**config.mk**
```make
export PLATFORM = sky130hd
export DESIGN_NAME = radius_attribute_stream_parser
export DESIGN_NICKNAME = d
export VERILOG_FILES = /design/src/rtl/rap_pkg.sv /design/src/rtl/rap_step.sv /design/src/rtl/rap_fifo.sv /design/src/rtl/radius_attribute_stream_parser.sv
export SDC_FILE = /design/constraint.sdc
export NUM_CORES = 1
export LEC_CHECK = 0
export BUFFER_PORTS_ARGS = -buffer_cell sky130_fd_sc_hd__buf_4
export CAP_MARGIN = 5
export CORE_MARGIN = 2
export CORE_UTILIZATION = 40
export CTS_BUF_LIST = sky130_fd_sc_hd__clkbuf_4
export CTS_CLUSTER_DIAMETER = 30
export DETAILED_ROUTE_END_ITERATION = 6
export PLACE_DENSITY = 0.55
export SYNTH_ARGS = -nofsm -noshare
export SYNTH_HDL_FRONTEND = slang
export SYNTH_HIERARCHICAL = 1
export SYNTH_SLANG_ARGS = --single-unit
export TNS_END_PERCENT = 50
```
**constraint.sdc**
```tcl
create_clock -name clock -period 21.5 [get_ports clock]
set_input_delay 1.075 -clock clock [delete_from_list [all_inputs] [get_ports clock]]
set_output_delay 1.075 -clock clock [all_outputs]
set_load 0.02 [all_outputs]
```
**src/rtl/rap_pkg.sv**
```systemverilog
// Types, codes and helpers for the RADIUS attribute stream parser.
// Depends on nothing; used by all parser modules and the checker.
package rap_pkg;

   localparam int unsigned RESULT_DEPTH = 4;
   localparam logic [7:0]  MIN_ATTR_LEN = 8'd2;

   typedef enum logic [4:0] {
      PH_HEADER = 5'b00001,
      PH_TYPE   = 5'b00010,
      PH_LENGTH = 5'b00100,
      PH_VALUE  = 5'b01000,
      PH_DONE   = 5'b10000
   } phase_type;

   typedef enum logic [2:0] {
      K_HEADER    = 3'd0,
      K_VALUE     = 3'd1,
      K_EMPTY     = 3'd2,
      K_TRUNC     = 3'd3,
      K_MALFORMED = 3'd4,
      K_END       = 3'd5
   } kind_type;

   typedef struct packed {
      kind_type    kind;
      logic [7:0]  packet_code;
      logic [7:0]  packet_identifier;
      logic [15:0] header_length;
      logic [7:0]  attr_type;
      logic [7:0]  attr_length;
      logic [7:0]  value_byte;
      logic [7:0]  value_index;
      logic        last_of_attr;
   } result_type;

   // Up to two results come out of one byte, first one goes out first.
   typedef struct packed {
      logic [1:0] count;
      result_type first;
      result_type second;
   } push_type;

   function automatic result_type make_result(
      input kind_type    kind,
      input logic        with_attr,
      input logic [7:0]  code,
      input logic [7:0]  ident,
      input logic [15:0] hlen,
      input logic [7:0]  atype,
      input logic [7:0]  alen,
      input logic [7:0]  vbyte,
      input logic [7:0]  vidx,
      input logic        vlast
   );
      result_type r;
      r.kind              = kind;
      r.packet_code       = code;
      r.packet_identifier = ident;
      r.header_length     = hlen;
      r.attr_type         = with_attr ? atype : 8'd0;
      r.attr_length       = with_attr ? alen : 8'd0;
      r.value_byte        = vbyte;
      r.value_index       = vidx;
      r.last_of_attr      = vlast;
      return r;
   endfunction

endpackage

```
**src/rtl/rap_step.sv**
```systemverilog
// Parse state and per-byte decode: one byte in, up to two results out.
// Depends on rap_pkg.
module rap_step #(
   parameter int HEADER_BYTES = 20
) (
   input  logic              clock,
   input  logic              reset,
   input  logic              accept,
   input  logic [7:0]        data_byte,
   input  logic              last_byte,
   output rap_pkg::push_type push
);
   import rap_pkg::*;

   phase_type   phase_ff, phase_in;
   logic [15:0] offset_ff, offset_in;
   logic [15:0] limit_ff, limit_in;
   logic [7:0]  code_ff, code_in;
   logic [7:0]  ident_ff, ident_in;
   logic [7:0]  type_ff, type_in;
   logic [7:0]  length_ff, length_in;
   logic [7:0]  count_ff, count_in;

   logic [16:0] off_inc;
   logic        stop;
   logic        hdr_done;
   logic        fin;
   logic        finish;
   logic [8:0]  value_len;

   assign off_inc   = {1'b0, offset_ff} + 17'd1;
   assign stop      = last_byte || (off_inc >= {1'b0, limit_ff});
   assign hdr_done  = off_inc >= 17'(HEADER_BYTES);
   assign value_len = {1'b0, length_ff} - {1'b0, MIN_ATTR_LEN};
   assign fin       = ({1'b0, count_ff} + 9'd1) >= value_len;

   always_comb begin
      phase_in   = phase_ff;
      limit_in   = limit_ff;
      code_in    = code_ff;
      ident_in   = ident_ff;
      type_in    = type_ff;
      length_in  = length_ff;
      count_in   = count_ff;
      finish     = 1'b0;
      push.count = 2'd0;
      push.first = '0;
      push.second = '0;

      // header fields land first so results of this byte see them
      if (phase_ff == PH_HEADER) begin
         unique case (offset_ff)
            16'd0:   code_in  = data_byte;
            16'd1:   ident_in = data_byte;
            16'd2:   limit_in = {data_byte, 8'd0};
            16'd3:   limit_in = {limit_ff[15:8], data_byte};
            default: ;
         endcase
      end
      if (phase_ff == PH_TYPE) begin
         type_in   = data_byte;
         length_in = 8'd0;
         count_in  = 8'd0;
      end
      if (phase_ff == PH_LENGTH) begin
         length_in = data_byte;
      end

      unique case (phase_ff)
         PH_HEADER: begin
            if (hdr_done) begin
               push.first = make_result(K_HEADER, 1'b0, code_in, ident_in, limit_in,
                                        type_in, length_in, 8'd0, 8'd0, 1'b0);
               if (last_byte || (limit_in <= 16'(HEADER_BYTES))) begin
                  push.second = make_result(K_END, 1'b0, code_in, ident_in, limit_in,
                                            type_in, length_in, 8'd0, 8'd0, 1'b0);
                  push.count  = 2'd2;
                  finish      = 1'b1;
               end else begin
                  push.count = 2'd1;
                  phase_in   = PH_TYPE;
               end
            end else if (last_byte) begin
               push.first = make_result(K_TRUNC, 1'b0, code_in, ident_in, limit_in,
                                        type_in, length_in, 8'd0, 8'd0, 1'b0);
               push.count = 2'd1;
               finish     = 1'b1;
            end
         end
         PH_TYPE: begin
            if (stop) begin
               push.first = make_result(K_TRUNC, 1'b1, code_in, ident_in, limit_in,
                                        type_in, length_in, 8'd0, 8'd0, 1'b0);
               push.count = 2'd1;
               finish     = 1'b1;
            end else begin
               phase_in = PH_LENGTH;
            end
         end
         PH_LENGTH: begin
            if (data_byte < MIN_ATTR_LEN) begin
               push.first = make_result(K_MALFORMED, 1'b1, code_in, ident_in, limit_in,
                                        type_in, length_in, 8'd0, 8'd0, 1'b0);
               push.count = 2'd1;
               finish     = 1'b1;
            end else if (data_byte == MIN_ATTR_LEN) begin
               push.first = make_result(K_EMPTY, 1'b1, code_in, ident_in, limit_in,
                                        type_in, length_in, 8'd0, 8'd0, 1'b0);
               if (stop) begin
                  push.second = make_result(K_END, 1'b0, code_in, ident_in, limit_in,
                                            type_in, length_in, 8'd0, 8'd0, 1'b0);
                  push.count  = 2'd2;
                  finish      = 1'b1;
               end else begin
                  push.count = 2'd1;
                  phase_in   = PH_TYPE;
               end
            end else if (stop) begin
               push.first = make_result(K_TRUNC, 1'b1, code_in, ident_in, limit_in,
                                        type_in, length_in, 8'd0, 8'd0, 1'b0);
               push.count = 2'd1;
               finish     = 1'b1;
            end else begin
               phase_in = PH_VALUE;
            end
         end
         PH_VALUE: begin
            push.first = make_result(K_VALUE, 1'b1, code_in, ident_in, limit_in,
                                     type_in, length_in, data_byte, count_ff, fin);
            count_in   = count_ff + 8'd1;
            if (fin) begin
               if (stop) begin
                  push.second = make_result(K_END, 1'b0, code_in, ident_in, limit_in,
                                            type_in, length_in, 8'd0, 8'd0, 1'b0);
                  push.count  = 2'd2;
                  finish      = 1'b1;
               end else begin
                  push.count = 2'd1;
                  phase_in   = PH_TYPE;
               end
            end else if (stop) begin
               push.second = make_result(K_TRUNC, 1'b1, code_in, ident_in, limit_in,
                                         type_in, length_in, 8'd0, 8'd0, 1'b0);
               push.count  = 2'd2;
               finish      = 1'b1;
            end else begin
               push.count = 2'd1;
            end
         end
         PH_DONE: ;
         default: ;
      endcase

      offset_in = (offset_ff == 16'hFFFF) ? offset_ff : off_inc[15:0];
      if (finish) begin
         phase_in = PH_DONE;
      end
      // a marked byte closes the packet: start clean on the next one
      if (last_byte) begin
         phase_in  = PH_HEADER;
         offset_in = 16'd0;
         limit_in  = 16'd0;
         code_in   = 8'd0;
         ident_in  = 8'd0;
         type_in   = 8'd0;
         length_in = 8'd0;
         count_in  = 8'd0;
      end
      if (!accept) begin
         push.count = 2'd0;
      end
   end

   always_ff @(posedge clock) begin
      if (reset) begin
         phase_ff  <= PH_HEADER;
         offset_ff <= 16'd0;
         limit_ff  <= 16'd0;
         code_ff   <= 8'd0;
         ident_ff  <= 8'd0;
         type_ff   <= 8'd0;
         length_ff <= 8'd0;
         count_ff  <= 8'd0;
      end else if (accept) begin
         phase_ff  <= phase_in;
         offset_ff <= offset_in;
         limit_ff  <= limit_in;
         code_ff   <= code_in;
         ident_ff  <= ident_in;
         type_ff   <= type_in;
         length_ff <= length_in;
         count_ff  <= count_in;
      end
   end

endmodule

```
**src/rtl/rap_fifo.sv**
```systemverilog
// Result queue: takes up to two results a cycle, gives one a cycle.
// Depends on rap_pkg.
module rap_fifo (
   input  logic                clock,
   input  logic                reset,
   input  rap_pkg::push_type   push,
   input  logic                pop,
   output rap_pkg::result_type head,
   output logic                not_empty,
   output logic                room
);
   import rap_pkg::*;

   localparam int PTR_W = $clog2(RESULT_DEPTH);
   localparam int CNT_W = $clog2(RESULT_DEPTH + 1);

   result_type       mem_ff [RESULT_DEPTH];
   logic [PTR_W-1:0] wr_ptr_ff, wr_ptr_in;
   logic [PTR_W-1:0] rd_ptr_ff, rd_ptr_in;
   logic [CNT_W-1:0] count_ff, count_in;
   logic [PTR_W-1:0] wr_next;

   assign wr_next   = wr_ptr_ff + PTR_W'(1);
   assign head      = mem_ff[rd_ptr_ff];
   assign not_empty = count_ff != '0;
   assign room      = count_ff <= CNT_W'(RESULT_DEPTH - 2);

   assign wr_ptr_in = wr_ptr_ff + PTR_W'(push.count);
   assign rd_ptr_in = rd_ptr_ff + PTR_W'(pop);
   assign count_in  = count_ff + CNT_W'(push.count) - CNT_W'(pop);

   always_ff @(posedge clock) begin
      if (reset) begin
         wr_ptr_ff <= '0;
         rd_ptr_ff <= '0;
         count_ff  <= '0;
      end else begin
         wr_ptr_ff <= wr_ptr_in;
         rd_ptr_ff <= rd_ptr_in;
         count_ff  <= count_in;
      end
   end

   always_ff @(posedge clock) begin
      if (push.count != 2'd0) begin
         mem_ff[wr_ptr_ff] <= push.first;
      end
      if (push.count == 2'd2) begin
         mem_ff[wr_next] <= push.second;
      end
   end

endmodule

```
**src/rtl/radius_attribute_stream_parser.sv**
```systemverilog
// RADIUS attribute stream parser: one payload byte per beat in, parse results out.
// A byte's results are registered in the result queue, then leave it on rsp_tvalid.
// Throughput: one byte per cycle; a byte with two results gives two output beats,
// and the four-beat result queue takes a byte only while two slots are free.
// Reset (synchronous, active high) empties the queue and returns to the header.
// Depends on rap_pkg, rap_step and rap_fifo.
module radius_attribute_stream_parser #(
   parameter int HEADER_BYTES = 20
) (
   input  logic        clock,
   input  logic        reset,
   // payload byte stream
   input  logic        req_tvalid,
   output logic        req_tready,
   input  logic [7:0]  req_tdata,   // [7:0] data_byte
   input  logic        req_tlast,   // last_byte
   // parse results
   output logic        rsp_tvalid,
   input  logic        rsp_tready,
   // [7:0] packet_code, [15:8] packet_identifier, [31:16] header_length,
   // [39:32] attr_type, [47:40] attr_length, [55:48] value_byte, [63:56] value_index
   output logic [63:0] rsp_tdata,
   output logic [2:0]  rsp_tuser,   // kind
   output logic        rsp_tlast    // last_of_attr
);
   import rap_pkg::*;

   logic       req_accept;
   logic       rsp_accept;
   logic       queue_room;
   push_type   push;
   result_type head;

   // take a byte whenever the queue can absorb its worst case of two results
   assign req_tready = queue_room;
   assign req_accept = req_tvalid && req_tready;
   assign rsp_accept = rsp_tvalid && rsp_tready;

   rap_step #(
      .HEADER_BYTES(HEADER_BYTES)
   ) u_step (
      .clock     (clock),
      .reset     (reset),
      .accept    (req_accept),
      .data_byte (req_tdata),
      .last_byte (req_tlast),
      .push      (push)
   );

   rap_fifo u_fifo (
      .clock     (clock),
      .reset     (reset),
      .push      (push),
      .pop       (rsp_accept),
      .head      (head),
      .not_empty (rsp_tvalid),
      .room      (queue_room)
   );

   // pack the head result onto the output beat
   assign rsp_tdata = {head.value_index, head.value_byte, head.attr_length, head.attr_type,
                       head.header_length, head.packet_identifier, head.packet_code};
   assign rsp_tuser = head.kind;
   assign rsp_tlast = head.last_of_attr;

endmodule

```
; ---- Word level (Yosys, flattened, before mapping)
; Memories as Yosys holds them, arrays and structs flattened. A register that Yosys moved wholly into a read port is not among the register bits.
; Index checks and enable logic that the tools add are counted.
; W data, S select, Z words.
[word_totals]
register_bits = 84
ram_bits = 272
word_cells = 115
memories = 1
[op_classes]
n_addsub = 9
n_lt_le_gt_ge = 6
n_eq_ne = 17
n_mux = 58
reduce_logical = 13
[mem_list]
columns = name, depth, width, read_ports, rd_ports_with_merged_regs, write_ports, line_no
row1 = u_fifo.mem_ff, 4, 68, 1, 1, 2, rap_fifo.sv:17  ; result_type mem_ff [RESULT_DEPTH];
[ops]
columns = cell, n
row1 = $mux W68, 6
row2 = $pmux W70 S4, 1
row3 = $mux W70, 3
row4 = $pmux W68 S3, 1
row5 = $mux W69, 2
row6 = $mux W8, 14
row7 = $mux W67, 1
row8 = $mux W16, 4
row9 = $mux W5, 10
row10 = $eq A16 B2 Y1 const B, 2
row11 = $pmux W16 S2, 1
row12 = $pmux W5 S4, 1
row13 = $add A16 B1 Y17 const B, 1
row14 = $ge A17 B16 Y1, 1
row15 = $ge A17 B5 Y1 const B, 1
row16 = $eq A16 B1 Y1 const B, 1
row17 = $eq A16 B16 Y1 const B, 1
row18 = $le A16 B5 Y1 const B, 1
row19 = $logic_not A16 Y1, 1
row20 = $add A8 B1 Y9 const B, 1
row21 = $ge A9 B9 Y1, 1
row22 = $mux W1, 9
row23 = $sub A8 B2 Y9 const B, 1
row24 = $add A8 B1 Y8 const B, 1
row25 = 28 further kinds, 37

; ---- Depth between registers and ports, before layout
; Gate-level depths: netlist (run 1).
[depth]
word_depth = 12
mapped_depth = 22
mapped_depth_nobuf = 20

; ---- Cells and area by module
; Netlist (run 1), hierarchy kept.
[modules_own_cells]
columns = mod, n_inst, cells_per_inst, area_per_inst_um2
row1 = rap_fifo, 1, 702, 13619.3
row2 = rap_step, 1, 822, 6013.3
row3 = radius_attribute_stream_parser, 1, 2, 12.5

; ---- Worst setup path before layout (run 1)
; OpenSTA, ideal clock, no wires.
[synth_path]
kind = reg2reg
start = reg u_step.offset_ff[1]
end = mem u_fifo/mem_ff[0][0] in the netlist's numbering (enable)
arrival_ps = 8525
required_time_ps = 20905
slack_ps = 12380
path_stages_with_launch = 17
path_cell_list = dfxtp_1 > nand4_4 > or2_0 > buf_6 > nor4_1 > xor2_1 > ha_1 > nor2b_1 > o41ai_1 > nand3_1 > nor2_2 > inv_1 > ha_1 > a21oi_1 > o31a_1 > nor2_1 > o31ai_1
[synth_lines]
columns = item, line_no
row1 = from (decl), rap_step.sv:16  ; logic [15:0] offset_ff, offset_in;
row2 = from (signal assigned), rap_step.sv:186  ; offset_ff <= offset_in;
row3 = to (decl), rap_fifo.sv:17

==> out/qor.txt, run 1 <==
Status -> complete, no violations
CP bufs+invs -> 2
Max incr delay on CP -> 0.88 ns
Total power -> 0.00188 W
Post-synthesis cell count -> 1526
Routed Antenna Nets -> 0
Count leader, synth -> edfxtp_1
Post-DP HPWL -> 30100 µm
Area contributors post-synth -> edfxtp_1, mux2_2, dfxtp_1
Drt wl/cell -> 21.3 µm
Nets -> 1668
Setup WS pre-CTS -> 14.76 ns
Worst vdd ir -> 0.0499 mV
Share of layout cells above drive strength 1 -> 36.7%
Lkg Pwr -> 8.21 nW
Vias per cell -> 5.45
Initial antenna violation count -> 1
Congestion Overflow GR -> 0
Kind of critical path -> reg -> reg
Critical path arrival -> 7.17 ns
FP Rows -> 81
Initial core utilization -> 40.3%
Ys flop type -> edfxtp_1
CTS buffer count -> 102
Post-synth top cells -> edfxtp_1, mux2_2, nor2_1
Worst Setup End Kind -> flop
Largest family of logic cells by synthesized area -> multiplexers
CTS tree -> done
Post-DP Area -> 20600 µm²
Area of the core -> 48700 µm²
Worst Setup Start Kind -> flop
Max Cap Violations -> 0
Clock Root Buffer -> clkbuf_4
Post-synth EDFFs -> 272
Hold Path Cell Cnt -> 2
Compound-gate portion of the synthesized area -> 6.88%
First-pass GRT wire length -> 77500 µm
R2R depth -> 18
Worst skew pair latency -> 0.87 ns
DR pass1 iterations -> 5
Final non-filler cell area -> 22000 µm²
Worst-margin pin slew -> 1.13 ns
DR iter-0 viols -> 1013
Worst relative slew slack -> 23.9%
Worst path required time -> 21.93 ns
Routability cong. -> 0.837
Netlist cell types -> 81
Crit path max fanout -> 45
Post-synthesis adder-cell area fraction -> 2.59%
Synth Cell Area -> 19600 µm²
Synth Area in XOR/XNOR -> 1.48%
Die W -> 226 µm
Area of the die -> 50900 µm²
Post-synthesis simple-gate area fraction -> 9.13%
Avg Synthesized Cell Area -> 12.9 µm²
Tcrit/Tclk final -> 31.4%
Max Slew Vio Count -> 0
Routed WL -> 50300 µm
Achievable Freq -> 0.148 GHz
CTS Sinks -> 356
Largest net degree at the start of global routing -> 87
Hold path startpoint -> u_step/phase_ff[0]$_SDFFE_PP1P_
Worst-path clk slew -> 0.05 ns
Port bufs -> 82
Post-CTS setup buffer count -> 0
Synth Warn # -> 6
Post-synthesis mux area share -> 25.3%
Cts repair resizes -> 0
Final hold viol count -> 0
Setup TNS -> 0 ns
Layout overhead on the synthesized area -> 11.8%
# hold bufs at CTS -> 0
R2R Path Start -> u_step/offset_ff[0]$_SDFFE_PP0P_
Final worst clock skew -> 0.0735 ns
RSZ-0062 raised after global routing -> no
Worst r2r dst -> u_fifo/mem_ff[2][3]$_DFFE_PP_
Pwr per Cell Area -> 85.8 nW/µm²
Crit-path cells -> ha_1 -> nand4_2 -> nor2_1 -> nand2_1 -> xnor2_1 -> ha_1 -> a21oi_1 -> nor2_1 -> o41ai_1 -> nand3_1 -> nor2_2 -> inv_1 -> ha_1 -> a21oi_1 -> o31a_1 -> and4bb_4 -> o21bai_4 -> buf_4
Min-Delay Path Class -> reg -> reg
CP dominant cell by count -> ha_1
H-tree levels -> 3
#FFs+latches synth -> 356
Drt drc -> 0
R2r setup slk -> 14.76 ns
Cell taking the most area after synthesis -> edfxtp_1
Die H -> 226 µm
Clock Path Buffers -> 3
Hold path endpoint -> u_step/phase_ff[0]$_SDFFE_PP1P_
Total Routing Usage GR -> 20.2%
Async set-reset flop share out of synthesis -> 0%
Final worst slack -> 14.76 ns
Setup-failing EPs final -> 0
Post-synthesis sequential area ratio -> 50.1%
Top-area cell type share of the netlist area -> 41.6%
Final min period -> 6.74 ns
Number of global-route vias before repair -> 13187
Cell family with most CP delay -> simple AND/OR/NAND/NOR gates
IO Count -> 83
Via count -> 12866
CP max stage cell -> and4bb_4
==> worst max path at each step <==
stage | start | endpoint | slack (ns) | depth (start not counted)
detailed placement | u_step/offset_ff[0]$_SDFFE_PP0P_ | u_fifo/mem_ff[2][7]$_DFFE_PP_ | 14.76 | 18
global placement | u_step/offset_ff[0]$_SDFFE_PP0P_ | u_fifo/mem_ff[2][60]$_DFFE_PP_ | 14.94 | 18
global route | u_step/offset_ff[0]$_SDFFE_PP0P_ | u_fifo/mem_ff[2][0]$_DFFE_PP_ | 14.29 | 18
finish | u_step/offset_ff[0]$_SDFFE_PP0P_ | u_fifo/mem_ff[2][3]$_DFFE_PP_ | 14.76 | 18
CTS | u_step/offset_ff[0]$_SDFFE_PP0P_ | u_fifo/mem_ff[2][0]$_DFFE_PP_ | 14.75 | 18
floorplan | u_step/offset_ff[1]$_SDFFE_PP0P_ | u_fifo/mem_ff[0][0]$_DFFE_PP_ | 12.38 | 16
==> layout by cell type (no fill, tap or decap), types with 5 or more instances in the layout <==
| cell type | instances |
|---|---|
| o21ai_0 | 24 |
| o21ai_1 | 7 |
| mux2_4 | 29 |
| nand4_1 | 5 |
| inv_1 | 33 |
| mux2_1 | 20 |
| nor2b_1 | 6 |
| buf_4 | 97 |
| and2_1 | 24 |
| conb_1 | 17 |
| nand3b_1 | 8 |
| xnor2_1 | 14 |
| xor2_1 | 14 |
| nor4_1 | 5 |
| a21oi_1 | 40 |
| nor2_1 | 212 |
| mux4_2 | 68 |
| mux2i_1 | 27 |
| a22o_1 | 5 |
| and3_1 | 15 |
| nor3_1 | 14 |
| a22oi_1 | 79 |
| ha_1 | 39 |
| dfxtp_1 | 82 |
| clkbuf_4 | 160 |
| clkinv_1 | 16 |
| mux2_2 | 223 |
| nand3_1 | 22 |
| edfxtp_1 | 272 |
| nand2_1 | 31 |
==> tightest hold or removal path: cells and delay by family (launching register included) <==
family | cells | cell delay, ns
flops | 1 | 0.34
compound gates | 1 | 0.06
buf+inv | 1 | 0.06
==> sequential cells by signal, indices dropped and copies added, names as in the netlist <==
| register | cells |
|---|---|
| u_step/limit_ff | 16 |
| u_step/code_ff | 8 |
| u_fifo/mem_ff | 272 |
| u_fifo/count_ff | 3 |
| u_fifo/rd_ptr_ff | 2 |
| u_step/length_ff | 8 |
| u_step/type_ff | 8 |
| u_step/count_ff | 8 |
| u_step/phase_ff | 5 |
| u_fifo/wr_ptr_ff | 2 |
| u_step/ident_ff | 8 |
| u_step/offset_ff | 16 |
==> logic make-up after synthesis <==
| kind of cell | count (synthesis) |
|---|---|
| AND/OR/NAND/NOR | 374 |
| multiplexers | 367 |
| flip-flops | 356 |
| AO/OA/AOI/OAI | 194 |
| buffers and inverters | 164 |
| adder cells (fa/ha/maj) | 40 |
| XOR/XNOR | 30 |
| other | 1 |
==> metrics by stage <==
stage,hold slack [ns],utilization (%),instances
global route,0.529,45.0,2361
global placement,0.480,42.2,2175
detailed placement,0.486,42.2,2175
floorplan,0.456,-,1542
CTS,0.495,45.0,2360
finish,0.498,45.0,2361
==> per-layer routing <==
layer | track usage, % | wire length [µm] | part of all wire [%]
met4 | 8.08 | 1180 | 2.3
met2 | 33.6 | 24600 | 49
met3 | 3.80 | 2510 | 5.0
met5 | 0 | 0 | 0
met1 | 26.0 | 22000 | 44
==> area by class of cell <==
cell class / count / area (µm²)
Timing Repair Buffer: 97 / 728
Multi-Input combinational cell: 1022 / 9040
Fill cell: 4489 / 26800
Antenna cell: 1 / 2.50
Clock buffer: 160 / 1200
Inverter: 36 / 135
Tap cell: 664 / 831
Sequential cell: 356 / 9860
Clock inverter: 25 / 159
==> power breakdown <==
part           total (W)  switching, W  internal [W]  leakage, nW
Clock           0.000648      0.000289      0.000360        0.812
Sequential      0.000801     0.0000279      0.000773         3.29
Combinational   0.000434      0.000240      0.000193         4.11
Power figures use the tool's default switching activity.
==> run 2, diff against run 1 <==
--- a/config.mk
+++ b/config.mk
@@ -12,7 +12,7 @@
 export CTS_BUF_LIST = sky130_fd_sc_hd__clkbuf_4
 export CTS_CLUSTER_DIAMETER = 30
 export DETAILED_ROUTE_END_ITERATION = 6
-export PLACE_DENSITY = 0.55
+export PLACE_DENSITY = 0.57
 export SYNTH_ARGS = -nofsm -noshare
 export SYNTH_HDL_FRONTEND = slang
 export SYNTH_HIERARCHICAL = 1
==> constraint.sdc (replaced) <==
create_clock -name clock -period 5.55 [get_ports clock]
set_input_delay 0.2775 -clock clock [delete_from_list [all_inputs] [get_ports clock]]
set_output_delay 0.2775 -clock clock [all_outputs]
set_load 0.02 [all_outputs]
==> run 2 against run 1 <==
Net effect: die area did not move; critical path depth fell by 2; sequential power rose to 3.9 times the previous value; final area rose by 2.3%; cell count rose by 1.7%; sequential share of layout area fell by 1.0 points; global-route usage rose by 0.20 points; largest power group unchanged; first-iteration DRC count fell by 12%; combinational power rose to 4.0 times the previous value; setup slack got worse by 14 ns; critical endpoint is now u_fifo/mem_ff[2][4]$_DFFE_PP_.
==> out/qor.txt, run 2 (synthesis results as in run 1) <==
DR pass1 iterations -> 5
Final hold viol count -> 0
Clock Path Buffers -> 3
Post-route insts no fill -> 2401
Switch Pwr -> 0.00220 W
Drt drc -> 0
Crit path max fanout -> 41
Worst-path clk slew -> 0.06 ns
Routability cong. -> 0.875
Max Cap Violations -> 0
Final min period -> 5.23 ns
Max FFs per register -> 272
Worst Setup Start Kind -> flop
Cell Count Post-Placement -> 2194
Kind of critical path -> reg -> reg
FP Rows -> 81
RSZ-0062 raised after global routing -> no
Sequential group share of total power -> 43.0%
Nets -> 1707
Post-DP Area -> 21000 µm²
Layout overhead on the synthesized area -> 14.4%
First-pass GRT wire length -> 78500 µm
DR iter-0 viols -> 891
Vias per cell -> 5.44
Worst-margin pin slew -> 1.16 ns
Routed WL -> 50600 µm
Clock power share -> 33.3%
Routed Antenna Nets -> 0
Setup WS pre-CTS -> 0.282 ns
Status -> complete, no violations
Post-DP HPWL -> 30900 µm
CTS buffer count -> 106
Drt wl/cell -> 21.1 µm
Largest net degree at the start of global routing -> 87
Clock Root Buffer -> clkbuf_4
R2R Path Start -> u_step/offset_ff[3]$_SDFFE_PP0P_
Worst relative slew slack -> 22.0%
Final worst slack -> 0.316 ns
Setup crit start -> u_step/offset_ff[3]$_SDFFE_PP0P_
IO Count -> 83
H-tree levels -> 3
Comb power frac -> 23.7%
Most common cell after layout, fill and taps aside -> edfxtp_1
Area of the die -> 50900 µm²
Tcrit/Tclk final -> 94.3%
Setup-failing EPs final -> 0
Die W -> 226 µm
Hold path startpoint -> req_tdata[4]
Total power -> 0.00725 W
Worst Setup End Kind -> flop
Commonest non-fill, non-tap cells in the layout -> edfxtp_1, mux2_2, nor2_1
Most flop-heavy register -> u_fifo/mem_ff
Area of the core -> 48700 µm²
Critical path arrival -> 5.76 ns
Top Registers -> u_fifo/mem_ff x272, u_step/limit_ff x16, u_step/offset_ff x16
Final non-filler cell area -> 22500 µm²
Number of global-route vias before repair -> 13429
Worst path required time -> 6.07 ns
Internal power -> 0.00505 W
Final worst clock skew -> 0.0831 ns
Die H -> 226 µm
Congestion Overflow GR -> 0
Lkg Pwr -> 8.44 nW
Min-Delay Path Class -> in -> reg
Achievable Freq -> 0.191 GHz
Worst vdd ir -> 0.187 mV
Initial antenna violation count -> 1
Share of layout cells above drive strength 1 -> 37.2%
Max Slew Vio Count -> 0
Via count -> 13065
Worst skew pair latency -> 0.85 ns
Port bufs -> 82
CTS Sinks -> 356
Sw frac -> 30.3%
Total Routing Usage GR -> 20.4%
CTS tree -> done
Pwr per Cell Area -> 323 nW/µm²
Initial core utilization -> 40.3%
[run 2: power by group through the flow]
stage	clock network (W)	logic [W]	registers, W
2_1_floorplan	0	0.00117	0.00308
3_3_place_gp	0	0.00174	0.00318
3_5_place_dp	0	0.00174	0.00318
4_1_cts	0.00251	0.00175	0.00312
5_1_grt	0.00266	0.00183	0.00314
6_report	0.00242	0.00172	0.00312
[run 2: cell type report]
class / count / area [µm²]
Sequential cell: 356 / 9860
Timing Repair Buffer: 132 / 1250
Tap cell: 664 / 831
Antenna cell: 1 / 2.50
Inverter: 36 / 135
Fill cell: 4459 / 26300
Multi-Input combinational cell: 1022 / 9070
Clock inverter: 35 / 153
Clock buffer: 155 / 1160
[run 2: per-layer routing]
metal	up-vias	share of wire (%)	global-route usage (%)
met4	0	2.3	7.63
met2	363	49	33.9
met5	-	0	0
li1	6067	-	-
met3	74	4.4	3.70
met1	6561	44	26.5
[run 2: critical path, cell delays in order (launching register included)]
cell      delay [ns]
dfxtp_1         0.52
nand4_4         0.15
or2_0           0.43
nor4_4          0.39
xor2_1          0.20
ha_1            0.26
nor2b_1         0.13
o41ai_1         0.36
nand3_1         0.28
nor2_4          0.23
inv_1           0.14
ha_1            0.30
a21oi_1         0.06
o31a_1          0.38
and4bb_4        0.44
buf_12          0.29
mux2_2          0.38
[run 2: final timing paths]
path | endpoint | slack [ns] | cells after the start
worst min register to register | u_step/phase_ff[0]$_SDFFE_PP1P_ | 0.49 | 2
worst max-delay path | u_fifo/mem_ff[2][4]$_DFFE_PP_ | 0.32 | 16
worst max register to register | u_fifo/mem_ff[2][4]$_DFFE_PP_ | 0.32 | 16
worst min-delay path | u_step/code_ff[4]$_SDFFE_PP0P_ | 0.47 | 4
[run 2: what timing repair did]
action,in CTS,in global routing
hold endpoints to repair,57,0
hold buffers,15,0
resized for setup,0,2
endpoints found under the setup margin,0,118
buffers inserted,0,1
[run 2: stage by stage]
step	hold WS, ns	utilization (%)	TNS (ns)
2_1_floorplan	0.344	-	-1.84
5_1_grt	0.422	46.1	0
4_1_cts	0.371	46.0	0
3_5_place_dp	0.479	43.0	0
6_report	0.470	46.1	0
3_3_place_gp	0.485	43.0	0
